$ cat config.mk
export PLATFORM = sky130hd
export DESIGN_NAME = nec_ir_frame_decoder_flat
export DESIGN_NICKNAME = d
export VERILOG_FILES = /design/src/nirfd_pkg.sv /design/src/nirfd_req_if.sv /design/src/nirfd_rsp_if.sv /design/src/nirfd_front.sv /design/src/nirfd_queue.sv /design/src/nirfd_back.sv /design/src/nec_ir_frame_decoder.sv /design/src/flat_wrapper.sv
export SDC_FILE = /design/constraint.sdc
export NUM_CORES = 1
export LEC_CHECK = 0
export BUFFER_PORTS_ARGS = -buffer_cell sky130_fd_sc_hd__buf_2
export CORE_MARGIN = 5
export CORE_UTILIZATION = 59
export CTS_BUF_LIST = sky130_fd_sc_hd__clkbuf_16
export DETAILED_ROUTE_END_ITERATION = 6
export PLACE_DENSITY = 0.78
export REMOVE_ABC_BUFFERS = 1
export SYNTH_ARGS = -nofsm -noshare
export SYNTH_HDL_FRONTEND = slang
export SYNTH_SLANG_ARGS = --single-unit
$ cat constraint.sdc
create_clock -name clock -period 8.74 [get_ports clock]
set_input_delay 1.748 -clock clock [delete_from_list [all_inputs] [get_ports clock]]
set_output_delay 1.748 -clock clock [all_outputs]
set_load 0.01 [all_outputs]
$ cat src/nirfd_pkg.sv
`timescale 1ns / 1ps
package nirfd_pkg;

   // Timer and field widths
   localparam int TIMER_WIDTH   = 16;
   localparam int CAPTURE_WIDTH = 16;
   localparam int CSR_WIDTH     = 16;
   localparam int CMP_WIDTH     = (TIMER_WIDTH > CSR_WIDTH) ? TIMER_WIDTH : CSR_WIDTH;
   localparam int COUNT_WIDTH   = 6;
   localparam int FRAME_WIDTH   = 32;
   localparam int QUEUE_DEPTH   = 2;
   localparam int QPTR_WIDTH    = $clog2(QUEUE_DEPTH);
   localparam int QCNT_WIDTH    = $clog2(QUEUE_DEPTH + 1);

   // Edge numbering within one frame
   localparam logic [COUNT_WIDTH-1:0] FIRST_DATA_EDGE = COUNT_WIDTH'(3);
   localparam logic [COUNT_WIDTH-1:0] FINAL_EDGE      = COUNT_WIDTH'(34);
   localparam logic [COUNT_WIDTH-1:0] RESTART_EDGE    = COUNT_WIDTH'(1);

   // Register reset values
   localparam logic [CSR_WIDTH-1:0] EXPECTED_ADDRESS_RESET = 16'd0;
   localparam logic [CSR_WIDTH-1:0] ONE_THRESHOLD_RESET    = 16'd1800;
   localparam logic [CSR_WIDTH-1:0] GAP_LIMIT_RESET        = 16'd3000;

   localparam logic [7:0] INVERSE_CHECK = 8'hFF;

   // Register indexes
   typedef enum logic [1:0] {
      CSR_EXPECTED_ADDRESS = 2'd0,
      CSR_ONE_THRESHOLD    = 2'd1,
      CSR_GAP_LIMIT        = 2'd2
   } csr_index_type;

   // Result status codes
   typedef enum logic [1:0] {
      STATUS_VALID         = 2'd0,
      STATUS_ADDR_MISMATCH = 2'd1,
      STATUS_INVERSE_FAIL  = 2'd2
   } status_type;

   // Completed frame handed from front to queue, and queue head to back
   typedef struct packed {
      logic                   valid;
      logic [FRAME_WIDTH-1:0] bits;
   } frame_type;

   function automatic logic [7:0] flip_byte(input logic [7:0] v);
      logic [7:0] r;
      for (int i = 0; i < 8; i++) begin
         r[i] = v[7-i];
      end
      return r;
   endfunction

endpackage

$ cat src/nirfd_req_if.sv
`timescale 1ns / 1ps
interface nirfd_req_if;
   logic        valid;
   logic        ready;
   logic [15:0] capture_time;

   modport source (output valid, output capture_time, input ready);
   modport sink (input valid, input capture_time, output ready);
endinterface

$ cat src/nirfd_rsp_if.sv
`timescale 1ns / 1ps
interface nirfd_rsp_if;
   logic        valid;
   logic        ready;
   logic [1:0]  status;
   logic [7:0]  command;
   logic [15:0] address;

   modport source (output valid, output status, output command, output address, input ready);
   modport sink (input valid, input status, input command, input address, output ready);
endinterface

$ cat src/nirfd_front.sv
`timescale 1ns / 1ps
module nirfd_front (
   input  logic                            clock,
   input  logic                            reset,
   input  logic                            accept,
   input  logic [nirfd_pkg::CAPTURE_WIDTH-1:0] capture_time,
   input  logic [nirfd_pkg::CSR_WIDTH-1:0] one_threshold,
   input  logic [nirfd_pkg::CSR_WIDTH-1:0] gap_limit,
   output nirfd_pkg::frame_type            push
);
   import nirfd_pkg::*;

   logic [TIMER_WIDTH-1:0] prev_time_ff, prev_time_in;
   logic [COUNT_WIDTH-1:0] edge_count_ff, edge_count_in;
   logic [FRAME_WIDTH-1:0] frame_bits_ff, frame_bits_in;

   logic [TIMER_WIDTH-1:0] now;
   logic [TIMER_WIDTH-1:0] interval;
   logic [COUNT_WIDTH-1:0] count_inc;
   logic                   in_window;
   logic                   gap_hit;
   logic                   data_bit;
   logic [FRAME_WIDTH-1:0] shifted;

   // Interval classification
   always_comb begin
      now       = TIMER_WIDTH'(capture_time);
      interval  = now - prev_time_ff;
      count_inc = edge_count_ff + COUNT_WIDTH'(1);
      in_window = (count_inc >= FIRST_DATA_EDGE) && (count_inc <= FINAL_EDGE);
      gap_hit   = CMP_WIDTH'(interval) > CMP_WIDTH'(gap_limit);
      data_bit  = CMP_WIDTH'(interval) >= CMP_WIDTH'(one_threshold);
      shifted   = {frame_bits_ff[FRAME_WIDTH-2:0], data_bit};
   end

   // Edge counter and bit shifter
   always_comb begin
      prev_time_in  = prev_time_ff;
      edge_count_in = edge_count_ff;
      frame_bits_in = frame_bits_ff;
      push.valid    = 1'b0;
      push.bits     = shifted;
      if (accept) begin
         prev_time_in = now;
         if (in_window && gap_hit) begin
            edge_count_in = RESTART_EDGE;
            frame_bits_in = '0;
         end else if (count_inc == FINAL_EDGE) begin
            edge_count_in = '0;
            frame_bits_in = '0;
            push.valid    = 1'b1;
         end else begin
            edge_count_in = count_inc;
            if (in_window) begin
               frame_bits_in = shifted;
            end
         end
      end
   end

   always_ff @(posedge clock) begin
      if (reset) begin
         prev_time_ff  <= '0;
         edge_count_ff <= '0;
         frame_bits_ff <= '0;
      end else begin
         prev_time_ff  <= prev_time_in;
         edge_count_ff <= edge_count_in;
         frame_bits_ff <= frame_bits_in;
      end
   end

endmodule

$ cat src/nirfd_queue.sv
`timescale 1ns / 1ps
module nirfd_queue (
   input  logic                 clock,
   input  logic                 reset,
   input  nirfd_pkg::frame_type push,
   input  logic                 pop,
   output nirfd_pkg::frame_type head,
   output logic                 full
);
   import nirfd_pkg::*;

   logic [FRAME_WIDTH-1:0] slot_ff [QUEUE_DEPTH];
   logic [QPTR_WIDTH-1:0]  wr_ptr_ff, wr_ptr_in;
   logic [QPTR_WIDTH-1:0]  rd_ptr_ff, rd_ptr_in;
   logic [QCNT_WIDTH-1:0]  count_ff, count_in;
   logic                   do_push;
   logic                   do_pop;

   assign full       = (count_ff == QCNT_WIDTH'(QUEUE_DEPTH));
   assign head.valid = (count_ff != '0);
   assign head.bits  = slot_ff[rd_ptr_ff];
   assign do_push    = push.valid && !full;
   assign do_pop     = pop && head.valid;

   // Pointer and fill bookkeeping
   always_comb begin
      wr_ptr_in = wr_ptr_ff;
      rd_ptr_in = rd_ptr_ff;
      count_in  = count_ff;
      if (do_push) begin
         wr_ptr_in = (wr_ptr_ff == QPTR_WIDTH'(QUEUE_DEPTH - 1)) ? '0 : wr_ptr_ff + QPTR_WIDTH'(1);
      end
      if (do_pop) begin
         rd_ptr_in = (rd_ptr_ff == QPTR_WIDTH'(QUEUE_DEPTH - 1)) ? '0 : rd_ptr_ff + QPTR_WIDTH'(1);
      end
      case ({do_push, do_pop})
         2'b10:   count_in = count_ff + QCNT_WIDTH'(1);
         2'b01:   count_in = count_ff - QCNT_WIDTH'(1);
         default: count_in = count_ff;
      endcase
   end

   always_ff @(posedge clock) begin
      if (reset) begin
         wr_ptr_ff <= '0;
         rd_ptr_ff <= '0;
         count_ff  <= '0;
      end else begin
         wr_ptr_ff <= wr_ptr_in;
         rd_ptr_ff <= rd_ptr_in;
         count_ff  <= count_in;
      end
   end

   // Frame storage
   always_ff @(posedge clock) begin
      if (do_push) begin
         slot_ff[wr_ptr_ff] <= push.bits;
      end
   end

endmodule

$ cat src/nirfd_back.sv
`timescale 1ns / 1ps
module nirfd_back (
   input  logic                            clock,
   input  logic                            reset,
   input  nirfd_pkg::frame_type            head,
   output logic                            pop,
   input  logic [nirfd_pkg::CSR_WIDTH-1:0] expected_address,
   nirfd_rsp_if.source                     rsp
);
   import nirfd_pkg::*;

   logic        out_valid_ff, out_valid_in;
   logic [1:0]  status_ff, status_in;
   logic [7:0]  command_ff, command_in;
   logic [15:0] address_ff, address_in;
   logic [7:0]  cmd;
   logic [7:0]  inv;
   logic [15:0] addr;

   // Byte split and checks
   always_comb begin
      addr = {flip_byte(head.bits[23:16]), flip_byte(head.bits[31:24])};
      cmd  = flip_byte(head.bits[15:8]);
      inv  = flip_byte(head.bits[7:0]);
      if (addr != expected_address) begin
         status_in = STATUS_ADDR_MISMATCH;
      end else if ((cmd ^ inv) != INVERSE_CHECK) begin
         status_in = STATUS_INVERSE_FAIL;
      end else begin
         status_in = STATUS_VALID;
      end
      command_in = cmd;
      address_in = addr;
   end

   // Output register: load when empty or being drained
   assign pop = head.valid && (!out_valid_ff || rsp.ready);

   always_comb begin
      out_valid_in = out_valid_ff;
      if (pop) begin
         out_valid_in = 1'b1;
      end else if (rsp.ready) begin
         out_valid_in = 1'b0;
      end
   end

   always_ff @(posedge clock) begin
      if (reset) begin
         out_valid_ff <= 1'b0;
      end else begin
         out_valid_ff <= out_valid_in;
      end
   end

   always_ff @(posedge clock) begin
      if (pop) begin
         status_ff  <= status_in;
         command_ff <= command_in;
         address_ff <= address_in;
      end
   end

   assign rsp.valid   = out_valid_ff;
   assign rsp.status  = status_ff;
   assign rsp.command = command_ff;
   assign rsp.address = address_ff;

endmodule

$ cat src/nec_ir_frame_decoder.sv
`timescale 1ns / 1ps
// A frame completed by its final edge item (FINAL_EDGE) passes through the frame queue into the
// result register on rsp, and waits in the queue while that register is held back.
// Throughput: one edge item per cycle; the front stalls only when the two-entry
// frame queue is full, which needs the result register to be held back.
// Reset (synchronous, active high) clears edge count, last timestamp, frame bits,
// queue pointers, queue count and result valid flag, and loads register defaults.
module nec_ir_frame_decoder (
   input  logic                            clock,
   input  logic                            reset,
   nirfd_req_if.sink                       req,
   nirfd_rsp_if.source                     rsp,
   input  logic                            csr_we,
   input  logic [1:0]                      csr_index,
   input  logic [nirfd_pkg::CSR_WIDTH-1:0] csr_wdata
);
   import nirfd_pkg::*;

   logic [CSR_WIDTH-1:0] expected_address_ff, expected_address_in;
   logic [CSR_WIDTH-1:0] one_threshold_ff, one_threshold_in;
   logic [CSR_WIDTH-1:0] gap_limit_ff, gap_limit_in;

   frame_type push;
   frame_type head;
   logic      pop;
   logic      full;
   logic      accept;

   // Configuration registers
   always_comb begin
      expected_address_in = expected_address_ff;
      one_threshold_in    = one_threshold_ff;
      gap_limit_in        = gap_limit_ff;
      if (csr_we) begin
         case (csr_index)
            CSR_EXPECTED_ADDRESS: expected_address_in = csr_wdata;
            CSR_ONE_THRESHOLD:    one_threshold_in    = csr_wdata;
            CSR_GAP_LIMIT:        gap_limit_in        = csr_wdata;
            default:              ;
         endcase
      end
   end

   always_ff @(posedge clock) begin
      if (reset) begin
         expected_address_ff <= EXPECTED_ADDRESS_RESET;
         one_threshold_ff    <= ONE_THRESHOLD_RESET;
         gap_limit_ff        <= GAP_LIMIT_RESET;
      end else begin
         expected_address_ff <= expected_address_in;
         one_threshold_ff    <= one_threshold_in;
         gap_limit_ff        <= gap_limit_in;
      end
   end

   assign req.ready = !full;
   assign accept    = req.valid && !full;

   nirfd_front u_front (
      .clock         (clock),
      .reset         (reset),
      .accept        (accept),
      .capture_time  (req.capture_time),
      .one_threshold (one_threshold_ff),
      .gap_limit     (gap_limit_ff),
      .push          (push)
   );

   nirfd_queue u_queue (
      .clock (clock),
      .reset (reset),
      .push  (push),
      .pop   (pop),
      .head  (head),
      .full  (full)
   );

   nirfd_back u_back (
      .clock            (clock),
      .reset            (reset),
      .head             (head),
      .pop              (pop),
      .expected_address (expected_address_ff),
      .rsp              (rsp)
   );

endmodule

$ cat src/flat_wrapper.sv
// flat-port wrapper written by rule: the top's interface ports become plain ports
module nec_ir_frame_decoder_flat import nirfd_pkg::*;
  (clock, reset, csr_we, csr_index, csr_wdata, req_valid, req_capture_time, req_ready, rsp_valid, rsp_status, rsp_command, rsp_address, rsp_ready);
  nirfd_req_if req_i ();
  nirfd_rsp_if rsp_i ();
  input  logic clock;
  input  logic reset;
  input  logic csr_we;
  input  logic [1:0] csr_index;
  input  logic [nirfd_pkg::CSR_WIDTH-1:0] csr_wdata;
  input wire logic [$bits(req_i.valid)-1:0] req_valid;
  input wire logic [$bits(req_i.capture_time)-1:0] req_capture_time;
  output wire logic [$bits(req_i.ready)-1:0] req_ready;
  output wire logic [$bits(rsp_i.valid)-1:0] rsp_valid;
  output wire logic [$bits(rsp_i.status)-1:0] rsp_status;
  output wire logic [$bits(rsp_i.command)-1:0] rsp_command;
  output wire logic [$bits(rsp_i.address)-1:0] rsp_address;
  input wire logic [$bits(rsp_i.ready)-1:0] rsp_ready;
  assign req_i.valid = req_valid;
  assign req_i.capture_time = req_capture_time;
  assign req_ready = req_i.ready;
  assign rsp_valid = rsp_i.valid;
  assign rsp_status = rsp_i.status;
  assign rsp_command = rsp_i.command;
  assign rsp_address = rsp_i.address;
  assign rsp_i.ready = rsp_ready;
  nec_ir_frame_decoder u_core (.clock(clock), .reset(reset), .req(req_i), .rsp(rsp_i), .csr_we(csr_we), .csr_index(csr_index), .csr_wdata(csr_wdata));
endmodule
==> impl_metrics.csv <==
group,metric,value,unit
critical_path,slowest_delay,740,ps
cts,clk_path_buf_depth,2,
cts,cts_resized,0,
synthesis,avgSynthCellArea,10.8,µm²
die,fp.dieW,132,µm
cells_and_area,fin_area,0.00988,mm²
synthesis,synth_ff_type,"dfxtp_1",
drt,wl,17200,µm
cts,post_cts_buffers,0,
critical_path,critPathSlowestCell,"and3_2",
synthesis,synth_top_area_share,30.8,%
timing,setup-tns-final,0,ps
cts,tritoncts,"built",
cts,clockRootBuffer,"clkbuf_16",
critical_path,critPathKind,"in -> reg",
synthesis,synth_edf_count,90,
timing,final_max_slew_viol_count,0,
critical_path,reg2reg_depth,17,
pwr,p_total,2.00,mW
hold_path,holdCritPathClass,"reg -> reg",
timing,min_period,5910,ps
hold_path,whs_path_depth,2,
synthesis,syn-instance-count,816,
pwr,p_leak,3.85,nW
global_route,grt_pass1_vias,5971,
cells_and_area,insertedDiodeCount,0,
cts,clock_latency,430,ps
synthesis,yosysTopAreaCell,"edfxtp_1",
critical_path,arrival,5970,ps
synthesis,synth-seq-cells,197,
pwr,p_per_area,203,mW/mm²
critical_path,crit_path_end_kind,"flip-flop",
die,ioPinCount,67,
cts,numCtsBuffers,17,
drt,dr.first_iter.drc_count,465,
place,hpwl,12100,µm
cts,cts.sinks,197,
critical_path,cp_max_fo,32,
place,globalplace.congestion,0.897,
timing,period_share,67.6,%
timing,relSlewSlack,35.4,%
synthesis,synth-compound-area-share,13.5,%
timing,setup-violations-final,0,
cts,holdBufCountCts,0,
timing,fin_ws,2830,ps
die,die_h,132,µm
global_route,gr-usage-all-layers,20.0,%
synthesis,synth_area_leaders,"edfxtp_1 (31%), dfxtp_1 (24%), ha_1 (7.3%), nand2_1 (5.7%), a21oi_1 (4.6%)",
die,fp.dieArea,0.0174,mm²
status,status,"finished clean",
synthesis,synth_xor_area_share,3.79,%
global_route,grt_max_degree,69,
critical_path,worstSetupStartpointType,"input port",
synthesis,synth_top_family_by_area,"compound AO/OA/AOI/OAI gates",
drt,drc_errors,0,
place,dpl_worst_slack,2420,ps
place,io_buffers,66,
drt,wire_per_inst,16.0,µm
drt,ant_nets,0,
drt,dr.pass1.iters,5,
timing,tightest_slew,966,ps
cells_and_area,final_util,67.7,%
job,drv_cap,0,
cells_and_area,drive_gt1_share,15.9,%
synthesis,synthMuxAreaShare,3.99,%
cts,htree_levels,4,
global_route,overflow,0,
place,placed_area,0.00925,mm²
global_route,antenna_found_initial,1,
synthesis,ys_seq_area_share,55.2,%
die,start_util,60.2,%
synthesis,yosysWarnings,0,
synthesis,synthDistinctLibCells,62,
pwr,vdd_ir_drop_max,0.136,mV
synthesis,async_reset_ff_share,0,%
drt,vias,6065,
timing,hold_violations,0,
synthesis,synth-simple-area-share,11.9,%
critical_path,crit_required,8800,ps
drt,via_per_inst,5.66,
critical_path,path_cells,"buf_2, ha_1, nor2b_1, o21a_1, o21ai_0, a21oi_1, a21oi_1, or4b_2, o2111ai_1, ha_1, a21oi_1, nor2b_1, o21ai_0, o21ai_0, o311a_1, nor2_1, and3_2",
cells_and_area,area_growth,12.5,%
global_route,grt_first_pass_wirelength,28600,µm
cells_and_area,fillers,1061,
synthesis,synth_fa_ha_area_share,7.49,%
timing,max_freq,169,MHz
cts,path_clk_slew,70,ps
die,rows,44,
timing,clock_skew,11.1,ps
cells_and_area,fin_nets,965,
die,core,0.0146,mm²
synthesis,syn_area,0.00878,mm²
timing,rsz0062_at_grt,"false",
-- cell families (layout without fill, tap and decap cells) --
family,count (synthesis),in the layout
buf+inv,89,160
flops,197,197
simple gates,228,228
compound gates,180,180
fa+ha+maj,52,52
mux,32,32
xor+xnor,38,38
-- synthesized netlist by cell type (all sizes together) (20+ instances only) --
cell type and n:
a22o 31, a21oi 80, dfxtp 107, xnor2 20, nor2 29, edfxtp 90
nand2 134, mux2 24, clkbuf 24, inv 56, ha 51
-- metal layers --
metal / vias to the layer above / wire, µm / track usage [%]
met5: - / 13 / 0
met4: 2 / 286 / 7.49
met3: 26 / 818 / 4.43
met2: 169 / 8460 / 33.7
met1: 2856 / 7580 / 25.3
li1: 3012 / - / -
-- per-stage QoR --
step                      cells  hold WS (ps)
after floorplan             783           427
after global placement     1039           440
after detailed placement   1039           448
after CTS                  1071           457
after global routing       1071           477
final                      1071           455
-- flip-flops by register name, indices dropped and copies added (netlist names), named ones only --
name / cells
u_core.expected_address_ff: 16
u_core.gap_limit_ff: 16
u_core.one_threshold_ff: 16
u_core.u_back.rsp.address: 16
u_core.u_back.rsp.command: 8
u_core.u_back.rsp.status: 2
u_core.u_back.rsp.valid: 1
u_core.u_front.edge_count_ff: 6
u_core.u_front.frame_bits_ff: 31
u_core.u_front.prev_time_ff: 16
u_core.u_queue.count_ff: 2
u_core.u_queue.rd_ptr_ff: 1
u_core.u_queue.slot_ff: 64
u_core.u_queue.wr_ptr_ff: 1
-- cells in the final DEF, fill, tap and decap left out, types with 2 or more instances in the layout --
master and count:
mux2_2 24, inv_1 58, xor2_1 18, nor2_1 29, nor4_1 5, buf_2 66, nand2b_1 6, buf_4 6
nand4_1 9, a211o_1 2, mux2i_1 8, a211oi_1 3, o211ai_1 15, a21o_1 8, or3_1 2, a21oi_1 79
o21ai_0 17, ha_1 51, o21a_1 6, dfxtp_1 107, bufinv_16 4, and3b_1 2, xnor2_1 20, nand2_1 134
or4_1 4, a22o_1 30, nand3_1 10, a31oi_1 2, clkinv_4 4, nand3b_1 4, nor3_1 5, clkbuf_16 17
nor2b_1 5, inv_6 3, edfxtp_1 90
-- report_power, final --
part / internal (mW) / switching (mW) / leakage (nW)
Sequential: 0.969 / 0.00816 / 1.73
Combinational: 0.0823 / 0.121 / 1.80
Clock: 0.482 / 0.338 / 0.314
-- critical path: cells and delay by family --
kind / cells / cell delay (ps)
AOI/OAI and AO/OA: 9 / 1730
adders and majority gates: 2 / 570
buffers and inverters: 1 / 120
and+or+nand+nor: 5 / 1760
-- area by class of cell --
class	count	area [µm²]	share of cell area, %
Tap cell	184	230	2.33
Timing Repair Buffer	72	375	3.80
Clock inverter	15	204	2.06
Clock buffer	17	425	4.31
Inverter	56	210	2.13
Multi-Input combinational cell	530	3590	36.3
Sequential cell	197	4840	49.0
-- path summary, 6_finish.rpt --
path,start,endpoint,slack [ps]
max,req_capture_time[1],u_core.u_queue.slot_ff[1][24],2830
min,u_core.u_front.prev_time_ff[4],u_core.u_front.prev_time_ff[4],450
max reg2reg,u_core.u_front.prev_time_ff[1],u_core.u_queue.slot_ff[1][24],3840
min reg2reg,u_core.u_front.prev_time_ff[4],u_core.u_front.prev_time_ff[4],450
Note: power is estimated with default switching activity, not from simulation.
